## src/sv/spd_pkg.sv

```systemverilog
// Package: shared types and constants for the speed packet deframer.
package spd_pkg;

  localparam int PacketBytes = 8;
  localparam int PosW        = $clog2(PacketBytes);
  localparam int DistW       = 23;
  localparam int DivBits     = DistW;
  localparam int CntW        = $clog2(DivBits);
  localparam int CfgW        = 16;
  localparam int IdxW        = 2;

  localparam logic [PosW-1:0]  LastPos   = PosW'(PacketBytes - 1);
  localparam logic [15:0]      PeriodMin = 16'd20;
  localparam logic [DistW-1:0] CmScale   = DistW'(100);
  localparam logic [CntW-1:0]  LastStep  = CntW'(DivBits - 1);

  typedef enum logic [IdxW-1:0] {
    RegHeader  = 2'd0,
    RegStopped = 2'd1,
    RegWheel   = 2'd2,
    RegRate    = 2'd3
  } spd_reg_e;

  typedef enum logic [2:0] {
    StIdle,
    StCheck,
    StPrep,
    StDiv1,
    StLoad2,
    StDiv2,
    StFinish
  } spd_state_e;

  typedef struct packed {
    logic store;
    logic capture;
    logic div_load1;
    logic div_load2;
    logic div_zero;
    logic div_step;
    logic out_load;
  } spd_cmd_t;

  typedef struct packed {
    logic pkt_ok;
    logic dist_zero;
  } spd_sts_t;

endpackage

```

## src/sv/spd_ctrl.sv

```systemverilog
// Controller: sequences byte intake, packet check, two divisions and result handoff.
module spd_ctrl (
  input  logic              clk_i,
  input  logic              rst_ni,
  input  logic              in_valid_i,
  output logic              in_ready_o,
  output logic              out_valid_o,
  input  logic              out_ready_i,
  input  spd_pkg::spd_sts_t sts_i,
  output spd_pkg::spd_cmd_t cmd_o
);
  import spd_pkg::*;

  spd_state_e    state_q, state_d;
  logic [CntW-1:0] cnt_q, cnt_d;
  logic          out_valid_q, out_valid_d;

  always_ff @(posedge clk_i or negedge rst_ni) begin
    if (!rst_ni) begin
      state_q     <= StIdle;
      cnt_q       <= '0;
      out_valid_q <= 1'b0;
    end else begin
      state_q     <= state_d;
      cnt_q       <= cnt_d;
      out_valid_q <= out_valid_d;
    end
  end

  always_comb begin
    state_d     = state_q;
    cnt_d       = cnt_q;
    cmd_o       = '0;
    out_valid_d = out_valid_q && !out_ready_i;
    in_ready_o  = 1'b0;
    unique case (state_q)
      StIdle: begin
        in_ready_o = 1'b1;
        if (in_valid_i) begin
          cmd_o.store = 1'b1;
          state_d     = StCheck;
        end
      end
      StCheck: begin
        if (sts_i.pkt_ok) begin
          cmd_o.capture = 1'b1;
          state_d       = StPrep;
        end else begin
          state_d = StIdle;
        end
      end
      StPrep: begin
        cnt_d = '0;
        if (sts_i.dist_zero) begin
          cmd_o.div_zero = 1'b1;
          state_d        = StFinish;
        end else begin
          cmd_o.div_load1 = 1'b1;
          state_d         = StDiv1;
        end
      end
      StDiv1: begin
        cmd_o.div_step = 1'b1;
        cnt_d          = cnt_q + 1'b1;
        if (cnt_q == LastStep) begin
          cnt_d   = '0;
          state_d = StLoad2;
        end
      end
      StLoad2: begin
        cmd_o.div_load2 = 1'b1;
        state_d         = StDiv2;
      end
      StDiv2: begin
        cmd_o.div_step = 1'b1;
        cnt_d          = cnt_q + 1'b1;
        if (cnt_q == LastStep) begin
          cnt_d   = '0;
          state_d = StFinish;
        end
      end
      StFinish: begin
        if (!out_valid_q || out_ready_i) begin
          cmd_o.out_load = 1'b1;
          out_valid_d    = 1'b1;
          state_d        = StIdle;
        end
      end
    endcase
  end

  assign out_valid_o = out_valid_q;

`ifndef SYNTHESIS
  a_no_overwrite: assert property (@(posedge clk_i) disable iff (!rst_ni)
    cmd_o.out_load |-> (!out_valid_q || out_ready_i))
    else $error("result overwritten while still pending");
  a_step_range: assert property (@(posedge clk_i) disable iff (!rst_ni)
    cmd_o.div_step |-> (cnt_q <= LastStep))
    else $error("divider step count out of range");
  a_accept_check: assert property (@(posedge clk_i) disable iff (!rst_ni)
    (in_valid_i && in_ready_o) |=> (state_q == StCheck))
    else $error("accepted word not checked next cycle");
  a_div_done: assert property (@(posedge clk_i) disable iff (!rst_ni)
    (state_q == StDiv2 && cnt_q == LastStep) |=> (state_q == StFinish))
    else $error("second division did not finish");
`endif

endmodule

```

## src/sv/spd_dp.sv

```systemverilog
// Datapath: config registers, packet buffer, checksum, period filter, shared divider.
module spd_dp (
  input  logic                      clk_i,
  input  logic                      rst_ni,
  input  logic                      cfg_we_i,
  input  logic [spd_pkg::IdxW-1:0]  cfg_idx_i,
  input  logic [spd_pkg::CfgW-1:0]  cfg_data_i,
  input  logic [7:0]                rx_byte_i,
  input  spd_pkg::spd_cmd_t         cmd_i,
  output spd_pkg::spd_sts_t         sts_o,
  output logic [7:0]                status_byte_o,
  output logic [7:0]                spare_byte_o,
  output logic [15:0]               motor_current_o,
  output logic [15:0]               period_ms_o,
  output logic                      period_accepted_o,
  output logic [spd_pkg::DistW-1:0] distance_cm_o
);
  import spd_pkg::*;

  logic [7:0]       header_q;
  logic [15:0]      stopped_q;
  logic [15:0]      wheel_q;
  logic [7:0]       rate_q;

  logic [7:0]       buf_q [PacketBytes];
  logic [PosW-1:0]  pos_q, pos_d;
  logic [15:0]      kept_q, kept_d;

  logic [7:0]       cap_status_q, cap_spare_q;
  logic [15:0]      cap_current_q, cap_period_q;
  logic             cap_acc_q;

  logic [15:0]      rem_q, rem_d;
  logic [DistW-1:0] quo_q, quo_d;
  logic [15:0]      div_q, div_d;

  logic [7:0]       xsum;
  logic [15:0]      new_period;
  logic             accepted;
  logic [16:0]      trial;
  logic             ge;
  logic [7:0]       rate_eff;

  always_ff @(posedge clk_i or negedge rst_ni) begin
    if (!rst_ni) begin
      header_q  <= 8'd0;
      stopped_q <= 16'hFFFF;
      wheel_q   <= 16'd597;
      rate_q    <= 8'd1;
    end else if (cfg_we_i) begin
      unique case (spd_reg_e'(cfg_idx_i))
        RegHeader:  header_q  <= cfg_data_i[7:0];
        RegStopped: stopped_q <= cfg_data_i;
        RegWheel:   wheel_q   <= cfg_data_i;
        RegRate:    rate_q    <= cfg_data_i[7:0];
      endcase
    end
  end

  always_comb begin
    pos_d = pos_q;
    if (rx_byte_i == header_q) begin
      pos_d = '0;
    end else if (pos_q != LastPos) begin
      pos_d = pos_q + 1'b1;
    end
  end

  always_ff @(posedge clk_i or negedge rst_ni) begin
    if (!rst_ni) begin
      pos_q <= '0;
      for (int i = 0; i < PacketBytes; i++) begin
        buf_q[i] <= 8'd0;
      end
    end else if (cmd_i.store) begin
      pos_q        <= pos_d;
      buf_q[pos_d] <= rx_byte_i;
    end
  end

  always_comb begin
    xsum = 8'd0;
    for (int i = 0; i < PacketBytes - 1; i++) begin
      xsum = xsum ^ buf_q[i];
    end
  end

  assign new_period      = {buf_q[5], buf_q[6]};
  assign accepted        = new_period > PeriodMin;
  assign kept_d          = accepted ? new_period : kept_q;
  assign sts_o.pkt_ok    = (pos_q == LastPos) && (xsum == buf_q[PacketBytes-1]);
  assign sts_o.dist_zero = (kept_q == 16'd0) || (kept_q == stopped_q);

  always_ff @(posedge clk_i or negedge rst_ni) begin
    if (!rst_ni) begin
      kept_q <= 16'd0;
    end else if (cmd_i.capture) begin
      kept_q <= kept_d;
    end
  end

  always_ff @(posedge clk_i) begin
    if (cmd_i.capture) begin
      cap_status_q  <= buf_q[1];
      cap_spare_q   <= buf_q[2];
      cap_current_q <= {buf_q[3], buf_q[4]};
      cap_period_q  <= kept_d;
      cap_acc_q     <= accepted;
    end
  end

  // restoring divider, one quotient bit per step
  assign rate_eff = (rate_q == 8'd0) ? 8'd1 : rate_q;
  assign trial    = {rem_q, quo_q[DistW-1]};
  assign ge       = trial >= {1'b0, div_q};

  always_comb begin
    rem_d = rem_q;
    quo_d = quo_q;
    div_d = div_q;
    if (cmd_i.div_load1) begin
      rem_d = '0;
      quo_d = DistW'(wheel_q) * CmScale;
      div_d = kept_q;
    end else if (cmd_i.div_load2) begin
      rem_d = '0;
      div_d = {8'd0, rate_eff};
    end else if (cmd_i.div_zero) begin
      quo_d = '0;
    end else if (cmd_i.div_step) begin
      rem_d = ge ? 16'(trial - {1'b0, div_q}) : trial[15:0];
      quo_d = {quo_q[DistW-2:0], ge};
    end
  end

  always_ff @(posedge clk_i) begin
    rem_q <= rem_d;
    quo_q <= quo_d;
    div_q <= div_d;
  end

  always_ff @(posedge clk_i) begin
    if (cmd_i.out_load) begin
      status_byte_o     <= cap_status_q;
      spare_byte_o      <= cap_spare_q;
      motor_current_o   <= cap_current_q;
      period_ms_o       <= cap_period_q;
      period_accepted_o <= cap_acc_q;
      distance_cm_o     <= quo_q;
    end
  end

endmodule

```

## src/sv/speed_packet_deframer_unit.sv

```systemverilog
// Top level: speed packet deframer, controller plus datapath.
//
//  channel  signals                         direction  notes
//  in       in_valid_i/in_ready_o, rx_byte  input      one received byte per word
//  out      out_valid_o/out_ready_i, fields output     one word per good packet
//  cfg      cfg_we_i, cfg_idx_i, cfg_data_i input      write only, no wait
//
// A byte that completes no packet only passes the check state; a good packet goes through
// check, period update, two 23-step restoring divisions through one shared unit, and handoff.
// A zero or stopped period skips the divisions.
// Reset clears buffer, position, kept period and loads register defaults.
// A finished result waits in the output register while the next byte is taken.
module speed_packet_deframer_unit (
  input  logic                      clk_i,
  input  logic                      rst_ni,
  input  logic                      cfg_we_i,
  input  logic [spd_pkg::IdxW-1:0]  cfg_idx_i,
  input  logic [spd_pkg::CfgW-1:0]  cfg_data_i,
  input  logic                      in_valid_i,
  output logic                      in_ready_o,
  input  logic [7:0]                rx_byte_i,
  output logic                      out_valid_o,
  input  logic                      out_ready_i,
  output logic [7:0]                status_byte_o,
  output logic [7:0]                spare_byte_o,
  output logic [15:0]               motor_current_o,
  output logic [15:0]               period_ms_o,
  output logic                      period_accepted_o,
  output logic [spd_pkg::DistW-1:0] distance_cm_o
);
  import spd_pkg::*;

  spd_cmd_t cmd;
  spd_sts_t sts;

  spd_ctrl u_ctrl (
    .clk_i       (clk_i),
    .rst_ni      (rst_ni),
    .in_valid_i  (in_valid_i),
    .in_ready_o  (in_ready_o),
    .out_valid_o (out_valid_o),
    .out_ready_i (out_ready_i),
    .sts_i       (sts),
    .cmd_o       (cmd)
  );

  spd_dp u_dp (
    .clk_i             (clk_i),
    .rst_ni            (rst_ni),
    .cfg_we_i          (cfg_we_i),
    .cfg_idx_i         (cfg_idx_i),
    .cfg_data_i        (cfg_data_i),
    .rx_byte_i         (rx_byte_i),
    .cmd_i             (cmd),
    .sts_o             (sts),
    .status_byte_o     (status_byte_o),
    .spare_byte_o      (spare_byte_o),
    .motor_current_o   (motor_current_o),
    .period_ms_o       (period_ms_o),
    .period_accepted_o (period_accepted_o),
    .distance_cm_o     (distance_cm_o)
  );

endmodule
```

## config.mk

```make
export PLATFORM = sky130hd
export DESIGN_NAME = speed_packet_deframer_unit
export DESIGN_NICKNAME = d
export VERILOG_FILES = /design/src/sv/spd_pkg.sv /design/src/sv/spd_ctrl.sv /design/src/sv/spd_dp.sv /design/src/sv/speed_packet_deframer_unit.sv
export SDC_FILE = /design/constraint.sdc
export NUM_CORES = 1
export LEC_CHECK = 0
export ABC_CLOCK_PERIOD_IN_PS = 9460
export BUFFER_PORTS_ARGS = -buffer_cell sky130_fd_sc_hd__buf_2
export CORE_ASPECT_RATIO = 0.8
export CORE_UTILIZATION = 50
export DETAILED_ROUTE_END_ITERATION = 7
export PLACE_DENSITY = 0.65
export SYNTH_ARGS = -nofsm -noshare
export SYNTH_HDL_FRONTEND = slang
export SYNTH_SLANG_ARGS = --single-unit
```

## constraint.sdc

```tcl
create_clock -name clk_i -period 9.46 [get_ports clk_i]
set_input_delay 1.892 -clock clk_i [delete_from_list [all_inputs] [get_ports clk_i]]
set_output_delay 1.892 -clock clk_i [all_outputs]
set_load 0.01 [all_outputs]
```

==> summary.txt <==
Syn Inst Count: 1137
Seq pwr share: 0.383
WP buf/inv: 2
row count: 56
ys flop type: edfxtp_1
drt pass-1 iters: 5
die area: 0.0306 mm2
Least-Margin Pin Slew: 1170 ps
final wirelength: 31600 um
setup TNS: 0 ps
Yosys top cell area share: 0.318
Arr. time, crit path: 4330 ps
combinational share of power: 0.394
yosys warns: 0
Crit path max-delay family: adder cells
RSZ-0062 raised after global routing: false
Syn-to-layout area delta: 13.4%
post-synthesis average cell area: 13.1 um2
final net count: 1360
first-pass GRT wire length: 50000 um
status: finished clean
CTS HTree Levels: 1
Min-Delay Path Class: flop to flop
Final setup viols: 0
Seq/Total Area, Yosys: 0.578
die height: 157 um
achievable clock frequency: 252 MHz
Core Area: 0.0294 mm2
power per standard cell area: 345 mW/mm2
#FFs+latches synth: 316
crit end category: flop
most area-consuming cells after synthesis: edfxtp_1 (32%), dfrtp_1 (20%), mux2_2 (10%), ha_1 (6.0%), xnor2_1 (4.5%)
Worst-path clk slew: 60 ps
Critical Path Source Type: flop
CTS sink count: 316
ANT nets after route: 0
die width: 195 um
post-DP HPWL: 22200 um
Remaining DRCs: 0
routed vias/inst: 5.56
hold_ws: 418 ps
CP max-delay cell: dfstp_2
Sw Pwr: 2.08 mW
LEAKAGE: 7.08 nW
slew margin rel.: 0.217
WL/cell: 19.2 um
setup bufs post-CTS: 0
initial antenna violation count: 1
Pint: 3.77 mW
layout cells sized above 1: 0.263
num ports: 105
Post-synth EDFFs: 158
CTS tree: built
FFs w/ async S/R, synth: 0.443
Clock Skew: 29.7 ps
largest net degree at the start of global routing: 82
CTS Hold Bufs: 0
Starting Density: 0.509
Max stage delay on crit path: 580 ps
Setup CP Type: flop to flop
detailed router's first-iteration violation count: 555
Worst Path Required: 9830 ps
Via Count: 9165
antenna cells: 0
Skew-Pair Late Insertion Delay: 570 ps
Syn Std Cell Area: 0.0149 mm2
cell taking the most area after synthesis: edfxtp_1
Total GRT Usage: 0.210
vias in the first global route: 8797
switching share of power: 0.356
RePlAce Congestion: 0.873
Final Util: 0.577
Slew Limit Fails: 0
Clk pwr share: 0.224
max cap viols: 0
total CTS buffers: 31
Root Driver: clkbuf_16
period utilisation layout: 0.419
IO buf count: 104
Clock Path Buffers: 3
final hold violations: 0
Synth cell types: 62
minimum clock period: 3970 ps
Resized cells post-CTS: 0
Syn Nets: 1252
VDD IR-drop max: 0.153 mV
crit-path cells: ha_1 > ha_1 > inv_1 > fa_1 > inv_1 > ha_1 > o21ai_0 > o21ai_0 > or3b_2 > a31o_2 > o21ai_0 > nand4_1 > o311ai_0
CP Max Fanout: 4
gr ovfl total: 0
==> area by class of cell <==
class	count	area, um2
clock buffer	46	905
clock inverter	12	193
fill	2422	12400
inverter	76	285
multi-input combinational	709	5870
sequential	316	8640
tap	377	472
timing repair buffer	111	579
==> worst reg2reg max path, stage by stage (launching register included) <==
cell and delay, ps:
dfstp_2 580, ha_1 250, ha_1 280, inv_1 50, fa_1 500, inv_1 40
ha_1 340, o21ai_0 130, o21ai_0 300, or3b_2 520, a31o_2 240, o21ai_0 310
nand4_1 140, o311ai_0 110
==> synthesized netlist by cell type (22+ instances only) <==
cell type / count
a21oi_1: 23
dfrtp_1: 118
dfstp_2: 22
edfxtp_1: 158
ha_1: 72
inv_1: 76
mux2_2: 139
nand2_1: 48
nand3_1: 30
nor2_1: 32
o21ai_0: 54
xnor2_1: 77
xor2_1: 28
==> per-stage QoR <==
stage          instances  power, mW  setup WS (ps)  cell area, um2
4_1_cts             1647       5.89           5530           16900
3_5_place_dp        1589       4.55           5530           15800
3_3_place_gp        1589       4.51           5590           15800
5_1_grt             1647       6.26           5250           16900
2_1_floorplan       1137       3.97           2030           14900
6_report            1647       5.85           5490           16900
==> sequential cells by signal, summed over array words and instances, names as in the netlist, 16 cells and up <==
| name | count |
|---|---|
| u_dp.div_q | 16 |
| u_dp.cap_current_q | 16 |
| u_dp.stopped_q | 16 |
| u_dp.kept_q | 16 |
| u_dp.distance_cm_o | 23 |
| u_dp.cap_period_q | 16 |
| u_dp.buf_q | 64 |
| u_dp.quo_q | 23 |
| u_dp.period_ms_o | 16 |
| u_dp.rem_q | 16 |
| u_dp.motor_current_o | 16 |
| u_dp.wheel_q | 16 |
==> path summary, 6_finish.rpt <==
path                                         end                 start  depth (start not counted)  slack, ps
max                               u_dp.quo_q[22]       u_dp.wheel_q[4]                         13       5490
min reg2reg                u_dp.status_byte_o[1]  u_dp.cap_status_q[1]                          0        420
min in group asynchronous        u_dp.wheel_q[5]                rst_ni                          1       1310
max in group asynchronous          u_dp.buf_q[3]                rst_ni                          2       6680
max reg2reg                       u_dp.quo_q[22]       u_dp.wheel_q[4]                         13       5490
min                        u_dp.status_byte_o[1]  u_dp.cap_status_q[1]                          0        420
==> per-layer routing <==
metal	GRT usage	vias up	part of all wire
li1	-	4350	-
met2	0.291	205	0.42
met5	0	-	0.00041
met1	0.347	4573	0.53
met4	0.0416	2	0.015
met3	0.0265	35	0.040
==> cells by family (layout without fill, tap and decap cells) <==
logic type                 Yosys count  after routing  synth area share
buffers and inverters              112            245            0.0297
muxes                              140            140             0.105
adders and majority gates           84             84            0.0764
xor gates and xnor gates           105            105            0.0616
AOI/OAI and AO/OA                  169            169            0.0746
DFF                                316            316             0.578
and+or+nand+nor                    211            211            0.0739
==> placed cells by master, fill, tap and decap left out, types with 8 or more instances in the layout <==
| master | n |
|---|---|
| clkbuf_16 | 33 |
| a21o_1 | 20 |
| a211oi_1 | 9 |
| nand4_1 | 14 |
| clkbuf_1 | 10 |
| o21ai_0 | 54 |
| xor2_1 | 28 |
| edfxtp_1 | 158 |
| nand2b_1 | 8 |
| dfxtp_1 | 18 |
| a21oi_1 | 22 |
| nand2_1 | 48 |
| inv_1 | 76 |
| and2_1 | 12 |
| nand3_1 | 30 |
| dfstp_2 | 22 |
| dfrtp_1 | 118 |
| nor3_1 | 16 |
| o21a_1 | 8 |
| nor4_1 | 14 |
| mux2_2 | 139 |
| xnor2_1 | 77 |
| ha_1 | 72 |
| fa_1 | 12 |
| nor2_1 | 32 |
| a31oi_1 | 9 |
| buf_2 | 103 |
==> power groups by stage <==
| stage | Combinational [mW] | Clock (mW) | Sequential (mW) |
|---|---|---|---|
| 2_1_floorplan | 1.81 | 0 | 2.15 |
| 3_3_place_gp | 2.25 | 0 | 2.25 |
| 3_5_place_dp | 2.29 | 0 | 2.26 |
| 4_1_cts | 2.31 | 1.34 | 2.24 |
| 5_1_grt | 2.58 | 1.39 | 2.29 |
| 6_report | 2.30 | 1.31 | 2.24 |
No activity file was read; power rests on OpenSTA's default activity.
